===== src/rtl/crc_pkg.sv =====
// Package for the bit-serial CRC codeword encoder.
// Holds the payload and job types, register indexes and generator helpers.
// Has no dependencies.
package crc_pkg;

  localparam int MAX_DEGREE = 32;
  localparam int DEG_W = 6;
  localparam int IDX_W = $clog2(MAX_DEGREE);
  localparam int CFG_IDX_W = 2;
  localparam int QUEUE_DEPTH = 2;
  localparam int QPTR_W = (QUEUE_DEPTH > 1) ? $clog2(QUEUE_DEPTH) : 1;
  localparam int QCNT_W = $clog2(QUEUE_DEPTH + 1);

  localparam logic [CFG_IDX_W-1:0] REG_TAPS = CFG_IDX_W'(0);
  localparam logic [CFG_IDX_W-1:0] REG_DEGREE = CFG_IDX_W'(1);

  localparam logic [MAX_DEGREE-1:0] TAPS_RESET = MAX_DEGREE'(32'h04C11DB7);
  localparam logic [DEG_W-1:0] DEGREE_RESET = DEG_W'(MAX_DEGREE);

  typedef struct packed {
    logic message_bit;
    logic last_bit;
  } msg_t;

  typedef struct packed {
    logic codeword_bit;
    logic is_check_bit;
    logic last_of_run;
  } code_t;

  typedef struct packed {
    logic                  msg_bit;
    logic                  last;
    logic [MAX_DEGREE-1:0] rem;
    logic [DEG_W-1:0]      deg;
  } job_t;

  typedef struct packed {
    logic push;
    logic full;
  } qctl_t;

  // Zero degree counts as one, and degrees above the maximum are clamped.
  function automatic logic [DEG_W-1:0] eff_degree(input logic [DEG_W-1:0] d);
    logic [DEG_W-1:0] r;
    r = d;
    if (d == '0) r = DEG_W'(1);
    if (d > DEG_W'(MAX_DEGREE)) r = DEG_W'(MAX_DEGREE);
    return r;
  endfunction

  function automatic logic [MAX_DEGREE-1:0] degree_mask(input logic [DEG_W-1:0] d);
    logic [MAX_DEGREE-1:0] m;
    for (int i = 0; i < MAX_DEGREE; i++) begin
      m[i] = (DEG_W'(i) < d);
    end
    return m;
  endfunction

endpackage


===== src/rtl/crc_front.sv =====
// Front end of the CRC encoder: configuration registers and the remainder LFSR.
// Accepts message bits and turns each into a job for the queue. Uses crc_pkg.
module crc_front (
  input  logic                          clk,
  input  logic                          rst,
  input  logic                          msg_valid,
  output logic                          msg_stall,
  input  crc_pkg::msg_t                 msg,
  input  logic                          cfg_valid,
  output logic                          cfg_ready,
  input  logic [crc_pkg::CFG_IDX_W-1:0] cfg_index,
  input  logic [31:0]                   cfg_data,
  input  logic                          qfull,
  output crc_pkg::qctl_t                qctl,
  output crc_pkg::job_t                 job
);
  import crc_pkg::*;

  logic [MAX_DEGREE-1:0] taps;
  logic [DEG_W-1:0]      degree;
  logic [MAX_DEGREE-1:0] rem;
  logic [MAX_DEGREE-1:0] rem_next;
  logic [DEG_W-1:0]      d;
  logic [MAX_DEGREE-1:0] mask;
  logic [MAX_DEGREE-1:0] masked;
  logic [IDX_W-1:0]      top_idx;
  logic                  fb;
  logic [MAX_DEGREE-1:0] updated;
  logic                  accept;

  assign cfg_ready = 1'b1;
  assign msg_stall = qfull;
  assign accept = msg_valid && !qfull;

  always_comb begin
    d = eff_degree(degree);
    mask = degree_mask(d);
    masked = rem & mask;
    top_idx = IDX_W'(d - DEG_W'(1));
    fb = msg.message_bit ^ masked[top_idx];
    updated = (masked << 1) & mask;
    if (fb) begin
      updated = updated ^ (taps & mask);
    end
    rem_next = msg.last_bit ? '0 : updated;
  end

  assign job.msg_bit = msg.message_bit;
  assign job.last = msg.last_bit;
  assign job.rem = updated;
  assign job.deg = d;
  assign qctl.push = accept;
  assign qctl.full = qfull;

  always_ff @(posedge clk) begin
    if (rst) begin
      taps <= TAPS_RESET;
      degree <= DEGREE_RESET;
      rem <= '0;
    end else begin
      if (cfg_valid && cfg_ready) begin
        if (cfg_index == REG_TAPS) begin
          taps <= MAX_DEGREE'(cfg_data);
        end else if (cfg_index == REG_DEGREE) begin
          degree <= cfg_data[DEG_W-1:0];
        end
      end
      if (accept) begin
        rem <= rem_next;
      end
    end
  end

endmodule


===== src/rtl/crc_queue.sv =====
// Short job queue between the front and back ends of the CRC encoder.
// A small circular buffer of jobs with a fill count. Uses crc_pkg.
module crc_queue (
  input  logic           clk,
  input  logic           rst,
  input  crc_pkg::qctl_t qctl,
  input  crc_pkg::job_t  wr_job,
  output logic           full,
  output logic           empty,
  input  logic           pop,
  output crc_pkg::job_t  rd_job
);
  import crc_pkg::*;

  job_t              slots [QUEUE_DEPTH];
  logic [QPTR_W-1:0] wr_ptr;
  logic [QPTR_W-1:0] rd_ptr;
  logic [QCNT_W-1:0] count;
  logic              do_push;
  logic              do_pop;

  assign full = (count == QCNT_W'(QUEUE_DEPTH));
  assign empty = (count == '0);
  assign do_push = qctl.push && !qctl.full;
  assign do_pop = pop && !empty;
  assign rd_job = slots[rd_ptr];

  always_ff @(posedge clk) begin
    if (do_push) begin
      slots[wr_ptr] <= wr_job;
    end
  end

  always_ff @(posedge clk) begin
    if (rst) begin
      wr_ptr <= '0;
      rd_ptr <= '0;
      count <= '0;
    end else begin
      if (do_push) begin
        wr_ptr <= (wr_ptr == QPTR_W'(QUEUE_DEPTH - 1)) ? '0 : wr_ptr + QPTR_W'(1);
      end
      if (do_pop) begin
        rd_ptr <= (rd_ptr == QPTR_W'(QUEUE_DEPTH - 1)) ? '0 : rd_ptr + QPTR_W'(1);
      end
      unique case ({do_push, do_pop})
        2'b10: count <= count + QCNT_W'(1);
        2'b01: count <= count - QCNT_W'(1);
        default: count <= count;
      endcase
    end
  end

endmodule


===== src/rtl/crc_back.sv =====
// Back end of the CRC encoder: emits the message bit of each job and then
// serializes the remainder of a final job, MSB first. Uses crc_pkg.
module crc_back (
  input  logic           clk,
  input  logic           rst,
  input  logic           empty,
  input  crc_pkg::job_t  job,
  output logic           pop,
  output logic           code_valid,
  input  logic           code_stall,
  output crc_pkg::code_t code
);
  import crc_pkg::*;

  logic [DEG_W-1:0]      cnt;
  logic [MAX_DEGREE-1:0] rem_hold;
  logic [IDX_W-1:0]      bit_idx;
  logic                  advance;

  assign advance = !code_valid || !code_stall;
  assign pop = advance && (cnt == '0) && !empty;
  assign bit_idx = IDX_W'(cnt - DEG_W'(1));

  always_ff @(posedge clk) begin
    if (rst) begin
      code_valid <= 1'b0;
      cnt <= '0;
    end else if (advance) begin
      if (cnt != '0) begin
        code_valid <= 1'b1;
        cnt <= cnt - DEG_W'(1);
      end else if (!empty) begin
        code_valid <= 1'b1;
        if (job.last) begin
          cnt <= job.deg;
        end
      end else begin
        code_valid <= 1'b0;
      end
    end
  end

  always_ff @(posedge clk) begin
    if (advance) begin
      if (cnt != '0) begin
        code.codeword_bit <= rem_hold[bit_idx];
        code.is_check_bit <= 1'b1;
        code.last_of_run <= (cnt == DEG_W'(1));
      end else if (!empty) begin
        code.codeword_bit <= job.msg_bit;
        code.is_check_bit <= 1'b0;
        code.last_of_run <= 1'b0;
        if (job.last) begin
          rem_hold <= job.rem;
        end
      end
    end
  end

endmodule


===== src/rtl/crc_codeword_encoder.sv =====
// Bit-serial CRC codeword encoder with programmable generator and degree.
// An accepted message bit is written into the job queue, then registered as
// its codeword bit. One message bit is accepted per cycle while the queue is
// not full; a final bit keeps the output busy while the remainder is shifted
// out, and the two-entry job queue absorbs input meanwhile. Synchronous reset
// clears the remainder and queue and loads the CRC-32 generator with degree 32.
module crc_codeword_encoder (
  input  logic                          clk,
  input  logic                          rst,
  input  logic                          msg_valid,
  output logic                          msg_stall,
  input  crc_pkg::msg_t                 msg,
  output logic                          code_valid,
  input  logic                          code_stall,
  output crc_pkg::code_t                code,
  input  logic                          cfg_valid,
  output logic                          cfg_ready,
  input  logic [crc_pkg::CFG_IDX_W-1:0] cfg_index,
  input  logic [31:0]                   cfg_data
);
  import crc_pkg::*;

  qctl_t qctl;
  job_t  wr_job;
  job_t  rd_job;
  logic  qfull;
  logic  qempty;
  logic  pop;

  crc_front u_front (
    .clk       (clk),
    .rst       (rst),
    .msg_valid (msg_valid),
    .msg_stall (msg_stall),
    .msg       (msg),
    .cfg_valid (cfg_valid),
    .cfg_ready (cfg_ready),
    .cfg_index (cfg_index),
    .cfg_data  (cfg_data),
    .qfull     (qfull),
    .qctl      (qctl),
    .job       (wr_job)
  );

  crc_queue u_queue (
    .clk    (clk),
    .rst    (rst),
    .qctl   (qctl),
    .wr_job (wr_job),
    .full   (qfull),
    .empty  (qempty),
    .pop    (pop),
    .rd_job (rd_job)
  );

  crc_back u_back (
    .clk        (clk),
    .rst        (rst),
    .empty      (qempty),
    .job        (rd_job),
    .pop        (pop),
    .code_valid (code_valid),
    .code_stall (code_stall),
    .code       (code)
  );

endmodule

===== config.mk =====
export PLATFORM = sky130hd
export DESIGN_NAME = crc_codeword_encoder
export DESIGN_NICKNAME = d
export VERILOG_FILES = /design/src/rtl/crc_pkg.sv /design/src/rtl/crc_front.sv /design/src/rtl/crc_queue.sv /design/src/rtl/crc_back.sv /design/src/rtl/crc_codeword_encoder.sv
export SDC_FILE = /design/constraint.sdc
export NUM_CORES = 1
export LEC_CHECK = 0
export BUFFER_PORTS_ARGS = -buffer_cell sky130_fd_sc_hd__buf_2
export CAP_MARGIN = 30
export CORE_ASPECT_RATIO = 1.25
export CORE_MARGIN = 3
export CORE_UTILIZATION = 55
export DETAILED_ROUTE_END_ITERATION = 10
export PLACE_DENSITY = 0.69
export SETUP_SLACK_MARGIN = 0.3
export SLEW_MARGIN = 15
export SYNTH_ARGS = -nofsm -noshare
export SYNTH_HDL_FRONTEND = slang
export SYNTH_SLANG_ARGS = --single-unit

===== constraint.sdc =====
create_clock -name clk -period 5 [get_ports clk]
set_clock_uncertainty 0.2 [all_clocks]
set_input_delay 1 -clock clk [delete_from_list [all_inputs] [get_ports clk]]
set_output_delay 1 -clock clk [all_outputs]
set_load 0.01 [all_outputs]

==> out/qor.yml, run 1 <==
status: "finished clean"
cts_setup_buffers: 0
ios: 47
vdd_drop_max_uv: 253.0
fin_nets: 931
start_util: 0.5655
min_period_over_period: 0.8831
cts_buffers: 17
design.die.area_um2: 19020
fmax_mhz: 226.5
setup_tns_ps: 0
ys_ff_latch: 197
cts.clk_slew.worst_paths_ps: 70
synth_edf_count: 115
startpoint_type: "flip-flop"
r2r-end: "u_queue.slots[0][11]"
whs_ps: 257.9
dieWidth_um: 123.9
grt_overflow_total: 0
crit_start: "u_front.degree[5]"
cp_slowest_cell: "dfxtp_1"
postCtsHoldBufs: 0
cp_top_family: "compound AO/OA/AOI/OAI gates"
r2r_cells: 14
min_path_type: "flip-flop to flip-flop"
yosysSeqAreaShare: 0.5328
antenna_left: 0
gp_congestion: 0.9953
syn_inst: 859
core_area_um2: 16910
max_stage_delay_ps: 620
wirelength_um: 22620
cts.sinks: 197
placed_cell_area_um2: 10000
cts_resized: 0
clock_latency_ps: 430
antenna_cells: 0
cp.required_ps: 5040
routed-via-count: 6652
wl_per_cell_um: 20.24
critical_path_class: "flip-flop to flip-flop"
final-max-slew-violation-count: 0
synth_top_flop_cell: "edfxtp_1"
crit_cells: 14
stdcell_area_um2: 10580
antenna_found_initial: 0
syn_area_per_cell_um2: 11.13
ys_warn_count: 0
clockRootBuffer: "clkbuf_16"
cp_num_buf_inv: 3
slew_headroom: 0.4520
grt_pass1_wl_um: 36250
min_period_ps: 4415
tightest_slew_ps: 822.1
max_cap_viol_count: 0
portBuffers: 45
crit_arrival_ps: 4450
setup_viol: 0
grt_pass1_vias: 6596
reg2reg_slack_ps: 580
mostFrequentLayoutCells: "nand2_1, edfxtp_1, dfxtp_1"
drive_gt1_frac: 0.2305
grt_setup_unrepaired: "false"
final_common_cell: "nand2_1"
cts_tree: "done"
finalPower_w: 0.004570
whs_path_depth: 2
crit_chain: "inv_2 -> o21a_1 -> inv_4 -> ha_1 -> nand2b_1 -> a21oi_2 -> nor3b_1 -> o221ai_2 -> o2111ai_2 -> o31a_4 -> buf_4 -> nor3b_2 -> o21ai_0 -> a21oi_1"
reg2reg_from: "u_front.degree[5]"
cts_buffer_depth: 2
row_count: 53
critPathMaxFanout: 28
ys_async_sr_fraction: 0
syn2layout_area_growth_pct: 10.64
dp_hpwl_um: 16360
cts_max_level: 4
die_h_um: 153.4
drt_iter0_markers: 614
endpoint: "u_queue.slots[0][11]"
leakagePower_nw: 3.758
drc: 0
vias_per_cell: 5.950
hold_violations: 0
synth_area_um2: 9563
syn_nets: 905
grt_max_degree: 55
dr.pass1.iters: 5
crit_path_end_kind: "flip-flop"
track_usage: 0.2481
yosys.cell_types.count: 85
p_per_area_nw_per_um2: 431.9
==> cells by family (layout without fill, tap and decap cells) <==
logic type	Yosys count	count (layout)	synth area share
AOI/OAI and AO/OA	154	154	0.1181
xor gates and xnor gates	30	30	0.02748
adders and majority gates	5	5	0.006542
buffers and inverters	84	123	0.04148
DFF	197	197	0.5328
muxes	65	65	0.08557
other	1	1	0.0003921
and+or+nand+nor	323	323	0.1876
==> Yosys cell counts, types with 3 or more instances <==
master	count	area (µm²)
a211oi_1	7	52.55
a21oi_1	44	220.2
a22o_1	5	43.79
a31oi_1	5	31.28
a32o_1	9	90.09
and2_1	12	75.07
and3_1	5	31.28
buf_1	5	18.77
buf_2	12	60.06
buf_4	7	52.55
buf_6	5	56.30
clkbuf_1	35	131.4
dfxtp_1	82	1642
edfxtp_1	115	3453
ha_1	5	62.56
inv_1	18	67.56
mux2_2	33	371.6
mux2i_1	21	210.2
mux4_2	10	225.2
nand2_1	121	454.2
nand2b_1	12	75.07
nand3_1	8	40.04
nand3b_1	17	127.6
nand4_1	3	18.77
nor2_1	60	225.2
nor2b_1	15	93.84
nor3_1	14	70.07
nor3_2	5	50.05
nor3b_1	4	30.03
nor3b_2	19	237.7
nor4_1	4	25.02
nor4b_2	4	60.06
nor4bb_1	3	30.03
o21ai_0	21	105.1
o31a_1	3	26.28
o31ai_1	13	97.59
o31ai_2	11	137.6
or2_1	3	18.77
xnor2_1	26	227.7
xor2_1	4	35.03
==> state kept, by name, indices dropped and copies added, names as in the netlist, named ones only <==
name	cells
u_queue.slots	80
u_front.degree	6
u_back.rem_hold	32
u_back.code_valid	1
u_queue.wr_ptr	1
u_queue.rd_ptr	1
u_front.rem	32
u_front.taps	32
u_back.code	3
u_queue.count	2
u_back.cnt	6
==> layer usage <==
| layer | GRT usage | vias to the layer above | share of wire |
|---|---|---|---|
| met5 | 0 | - | 0 |
| met4 | 0.08246 | 0 | 0.029 |
| met3 | 0.04441 | 44 | 0.045 |
| met2 | 0.3993 | 209 | 0.49 |
| met1 | 0.3397 | 3223 | 0.44 |
| li1 | - | 3176 | - |
==> tightest hold or removal path, cell delays in order (launching register included) <==
cell and delay (ps):
dfxtp_1 310, nand2_1 50, a21oi_1 50
==> power by group <==
group | total (W) | switching [W] | internal (W)
registers | 0.00216 | 0.000133 | 0.00202
logic | 0.00112 | 0.000618 | 0.000502
clock network | 0.00130 | 0.000607 | 0.000688
total | 0.00457 | 0.00136 | 0.00321
==> worst min path at each step <==
stage	from	slack [ps]	endpoint
2_1_floorplan	u_front.rem[29]	220	u_front.rem[29]
3_3_place_gp	u_front.rem[29]	240	u_front.rem[29]
3_5_place_dp	u_front.taps[27]	250	u_front.taps[27]
4_1_cts	u_front.taps[27]	260	u_front.taps[27]
5_1_grt	u_front.taps[30]	280	u_front.taps[30]
6_report	u_front.taps[30]	260	u_front.taps[30]
==> stage by stage <==
step | cells | setup WS, ps | utilization
floorplan | 859 | 806.3 | -
global placement | 1084 | 601.9 | 0.5893
detailed placement | 1086 | 417.9 | 0.5916
CTS | 1118 | 374.0 | 0.6249
global route | 1118 | 325.0 | 0.6257
finish | 1118 | 584.5 | 0.6257
==> layout make-up <==
cell class	instances	area (µm²)
inverter	20	77.57
multi-input combinational	578	4111
sequential	197	5096
fill	1381	6330
clock buffer	21	470.5
tap	220	275.3
timing repair buffer	71	457.9
clock inverter	11	91.34
(Power assumes the default switching activity.)
==> run 2: changes to the inputs <==
- PLACE_DENSITY: 0.69 -> 0.72
- clock period: 5 -> 3.79 ns (I/O delays scaled with it)
==> out/qor.yml, run 2 (synthesis gave the netlist of run 1 again) <==
cts_buffers: 17
reg2reg_from: "u_front.degree[4]"
fin_nets: 991
leakagePower_nw: 4.217
cts.clk_slew.worst_paths_ps: 70
p_per_area_nw_per_um2: 528.7
p_int_w: 0.004363
antenna_left: 0
cp_slowest_cell: "o31a_4"
grt_pass1_wl_um: 39090
sequentialPowerShare: 0.457
grt_pass1_vias: 7201
crit_chain: "nor4_4 -> o21a_2 -> inv_4 -> ha_4 -> nor2b_1 -> a221o_1 -> o311a_1 -> a21oi_2 -> o2111ai_2 -> o31a_4 -> buf_4 -> nor3_4 -> mux2i_2 -> nor2_2"
drc: 0
whs_path_depth: 2
power_switching_w: 0.001845
ios: 47
syn2layout_area_growth_pct: 22.79
max_cap_viol_count: 0
die_h_um: 153.4
postCtsHoldBufs: 0
critPathMaxFanout: 8
grt_overflow_total: 0
final_common_cell: "nand2_1"
swShare: 0.2972
wl_per_cell_um: 20.98
dieWidth_um: 123.9
dp.cells: 1111
r2r_cells: 14
crit_path_end_kind: "flip-flop"
status: "finished clean"
drt_iter0_markers: 646
antenna_found_initial: 0
startpoint_type: "flip-flop"
setup_tns_ps: 0
min_period_over_period: 0.9680
min_to: "u_front.taps[18]"
grt_setup_unrepaired: "true"
pre_cts_ws_ps: -28.58
antenna_cells: 0
utilization: 0.6944
cp.required_ps: 3760
reg2reg_slack_ps: 120
stdcell_count: 1178
r2r-end: "u_queue.slots[0][35]"
drive_gt1_frac: 0.3549
routed-via-count: 7128
cts.sinks: 197
cts_max_level: 4
grt_max_degree: 41
dp_hpwl_um: 17000
gp_congestion: 0.9799
cts_buffer_depth: 2
dr.pass1.iters: 6
setup_viol: 0
row_count: 53
tightest_slew_ps: 849.0
design.die.area_um2: 19020
min_path_type: "flip-flop to flip-flop"
fmax_mhz: 272.6
final-max-slew-violation-count: 0
crit_arrival_ps: 3640
cts_tree: "done"
power_frac_comb: 0.262
largest_reg_flops: 80
clock_latency_ps: 430
core_area_um2: 16910
pwr-share-clk: 0.281
holdCritStartpoint: "u_front.taps[18]"
max_stage_delay_ps: 390
start_util: 0.5655
finalPower_w: 0.006208
vias_per_cell: 6.051
slew_headroom: 0.4340
hold_violations: 0
layout_setup_ws_ps: 121.2
vdd_drop_max_uv: 343.0
mostFrequentLayoutCells: "nand2_1, edfxtp_1, dfxtp_1"
portBuffers: 45
track_usage: 0.2700
min_period_ps: 3669
wirelength_um: 24720
clockRootBuffer: "clkbuf_16"
critical_path_class: "flip-flop to flip-flop"
largest_register: "u_queue.slots"
run 2: cell types whose count changed in the layout (fill, tap and decap cells not counted), sizes merged:
cell / delta
clkinv: +3
o31a: +1
buf: +58
bufinv: +1
inv: -2
clkinvlp: -1
run 2: worst max-delay path, delay by kind of cell (launching register included):
| family | cells | cell delay [ps] |
|---|---|---|
| AO/OA/AOI/OAI | 6 | 1430 |
| AND/OR/NAND/NOR | 4 | 690 |
| flip-flops | 1 | 340 |
| multiplexers | 1 | 290 |
| buffers and inverters | 2 | 280 |
| adder cells (fa/ha/maj) | 1 | 190 |
run 2: cell type report:
| cell class | instances | area, µm² |
|---|---|---|
| multi-input combinational | 579 | 4690 |
| tap | 220 | 275.3 |
| fill | 1247 | 5167 |
| inverter | 20 | 77.57 |
| clock buffer | 20 | 446.7 |
| sequential | 197 | 5102 |
| timing repair buffer | 130 | 1028 |
| clock inverter | 12 | 122.6 |
run 2: worst max-delay path by stage:
stage	startpoint	to	slack, ps	depth (start not counted)
floorplan	u_front.degree[5]	u_queue.slots[0][29]	20	18
global placement	u_front.degree[1]	u_queue.slots[0][13]	70	15
detailed placement	u_front.degree[1]	u_queue.slots[1][10]	-30	15
CTS	u_front.degree[4]	u_queue.slots[0][6]	220	17
global route	u_front.degree[4]	u_queue.slots[0][35]	20	17
finish	u_front.degree[4]	u_queue.slots[0][35]	120	14
run 2: metal layers:
layer  routed length (µm)  up-vias  GRT usage
met5                    0        -          0
met4                  749        0     0.1018
met3                 1490       59    0.05662
met2                12440      287     0.4447
met1                10030     3479     0.3487
li1                     -     3303          -
run 2: power groups by stage:
stage	logic, W	clock network, W	registers [W]
floorplan	0.00112	0	0.00280
global placement	0.00147	0	0.00287
detailed placement	0.00151	0	0.00288
CTS	0.00159	0.00176	0.00284
global route	0.00177	0.00185	0.00287
finish	0.00163	0.00174	0.00284
run 2: through the flow:
step | hold slack, ps | cell area [µm²]
floorplan | 221.6 | 9671
finish | 268.7 | 11740
detailed placement | 247.3 | 10220
global route | 285.3 | 11740
global placement | 238.6 | 10220
CTS | 262.8 | 11420
run 2: repair_timing:
action	4_1_cts	5_1_grt
gates resized for setup	73	55
endpoints found under the setup margin	95	96
cloned	4	1
setup buffers	27	3
pin swaps	52	37
==> run 3: changes to the inputs <==
- ABC_AREA: not set -> 1
- BUFFER_PORTS_ARGS: -buffer_cell sky130_fd_sc_hd__buf_2 -> -buffer_cell sky130_fd_sc_hd__buf_4
- PLACE_DENSITY: 0.72 -> 0.71
==> out/qor.yml, run 3 <==
layout_setup_ws_ps: 495.2
clock_latency_ps: 430
vdd_drop_max_uv: 369.6
stdcell_count: 1326
cp.required_ps: 3770
clockRootBuffer: "clkbuf_16"
min_period_over_period: 0.8693
drive_gt1_frac: 0.1872
start_util: 0.5688
grt_overflow_total: 0
antenna_cells: 0
startpoint_type: "flip-flop"
grt_pass1_wl_um: 35950
crit_path_end_kind: "flip-flop"
fmax_mhz: 303.5
nFillCells: 1411
gp_congestion: 0.9570
synth_area_um2: 9732
syn_inst: 1053
min_path_type: "flip-flop to flip-flop"
row_count: 53
cts_tree: "done"
leakagePower_nw: 4.359
critical_path_class: "flip-flop to flip-flop"
final-max-slew-violation-count: 0
grt_max_degree: 46
p_per_area_nw_per_um2: 590.0
routed-via-count: 7410
reg2reg_slack_ps: 500
ys_ff_latch: 197
ys_warn_count: 0
cts.clk_slew.worst_paths_ps: 70
dieWidth_um: 125.0
cts_buffers: 17
hold_violations: 0
synth_most_common_cell: "nand2_1"
dr.pass1.iters: 7
synth_edf_count: 115
synth_area_leader_cell: "edfxtp_1"
synth_top_flop_cell: "edfxtp_1"
ys_async_sr_fraction: 0
wirelength_um: 22510
yosysSeqAreaShare: 0.5235
fin_nets: 1139
wl_per_cell_um: 16.98
slew_headroom: 0.4117
pre_cts_ws_ps: 274.8
cts_buffer_depth: 2
syn2layout_area_growth_pct: 13.67
antenna_left: 0
postCtsHoldBufs: 0
critPathMaxFanout: 20
cts.sinks: 197
die_h_um: 154.7
syn_nets: 1099
grt_pass1_vias: 6972
mostFrequentLayoutCells: "nand2_1, nand3_1, edfxtp_1"
synth_area_leaders: "edfxtp_1, dfxtp_1, nand2_1"
tightest_slew_ps: 881.6
crit_arrival_ps: 3270
syn_area_per_cell_um2: 9.242
largest_reg_flops: 80
core_area_um2: 17110
multi_input_area_um2: 4207
drc: 0
largest_register: "u_queue.slots"
status: "finished clean"
antenna_found_initial: 0
yosys.cell_types.count: 48
cts_max_level: 4
final_common_cell: "nand2_1"
finalPower_w: 0.006526
track_usage: 0.2325
yosysTopAreaCellShare: 0.3548
design.die.area_um2: 19340
setup_tns_ps: 0
min_period_ps: 3295
setup_viol: 0
dp_hpwl_um: 15610
grt_setup_unrepaired: "false"
vias_per_cell: 5.588
ios: 47
dp.cells: 1286
drt_iter0_markers: 552
portBuffers: 45
yosys-top-cells-count: "nand2_1, nand3_1, edfxtp_1, nor2_1, dfxtp_1"
max_cap_viol_count: 0
regArea_um2: 5100
## run 3: layout make-up
cell class	instances	share of cell area
inverters	75	0.02579
flip-flops and latches	197	0.4610
multi-input cells	733	0.3803
repair buffers	69	0.05022
clock buffers	21	0.04253
clock inverters	11	0.01527
well taps	220	0.02488
## run 3: stage by stage
step | cell area (µm²) | hold WS (ps) | utilization
3_3_place_gp | 10250 | 228.8 | 0.5993
2_1_floorplan | 9749 | 225.7 | -
5_1_grt | 11060 | 284.5 | 0.6466
6_report | 11060 | 263.8 | 0.6466
4_1_cts | 10900 | 257.5 | 0.6373
3_5_place_dp | 10250 | 250.7 | 0.5993
## run 3: path summary, 6_finish.rpt
path,to,start,cells past startpoint
max reg2reg,u_queue.slots[0][26],u_front.degree[3],19
max,u_queue.slots[0][26],u_front.degree[3],19
min reg2reg,u_queue.rd_ptr,u_queue.rd_ptr,1
min,u_queue.rd_ptr,u_queue.rd_ptr,1
## run 3: cell families (layout without fill, tap and decap cells)
group / after synthesis / count (layout) / synth area share
simple gates: 516 / 519 / 0.2578
flops: 197 / 197 / 0.5235
compound gates: 137 / 137 / 0.07766
buf+inv: 126 / 176 / 0.05927
mux: 43 / 43 / 0.04898
xor+xnor: 28 / 28 / 0.02597
fa+ha+maj: 5 / 5 / 0.006428
other cells: 1 / 1 / 0.0003853
## run 3: per-layer routing
| layer | vias up | wire length (µm) | global-route usage | part of all wire |
|---|---|---|---|---|
| met5 | - | 0 | 0 | 0 |
| met4 | 0 | 484 | 0.07645 | 0.022 |
| met3 | 42 | 1366 | 0.04007 | 0.061 |
| met2 | 258 | 11000 | 0.3891 | 0.49 |
| met1 | 3450 | 9658 | 0.3091 | 0.43 |
| li1 | 3660 | - | - | - |
## run 3: timing repair
item,4_1_cts,5_1_grt
gates resized for setup,2,13
buffers inserted,0,5
pin swaps,0,4
gates cloned,0,3
endpoints found under the setup margin,33,96
## run 3: critical path, cell delays in order, from the launching register on
cell	delay [ps]
dfxtp_1	380
nor2_2	150
nand3_4	120
nand2_4	80
nand2_4	40
ha_1	220
inv_1	170
nand2_2	130
o21ai_2	240
nand2_1	80
nor2_1	100
nor2_1	50
nor2_1	100
nor2_1	60
nand2_2	90
nand3_4	170
nand3_4	180
buf_12	170
nand3_1	110
and2_1	190
## run 3: power breakdown
group | switching [W] | internal [W]
Sequential | 0.000132 | 0.00265
Combinational | 0.00111 | 0.000690
Clock | 0.000782 | 0.00116
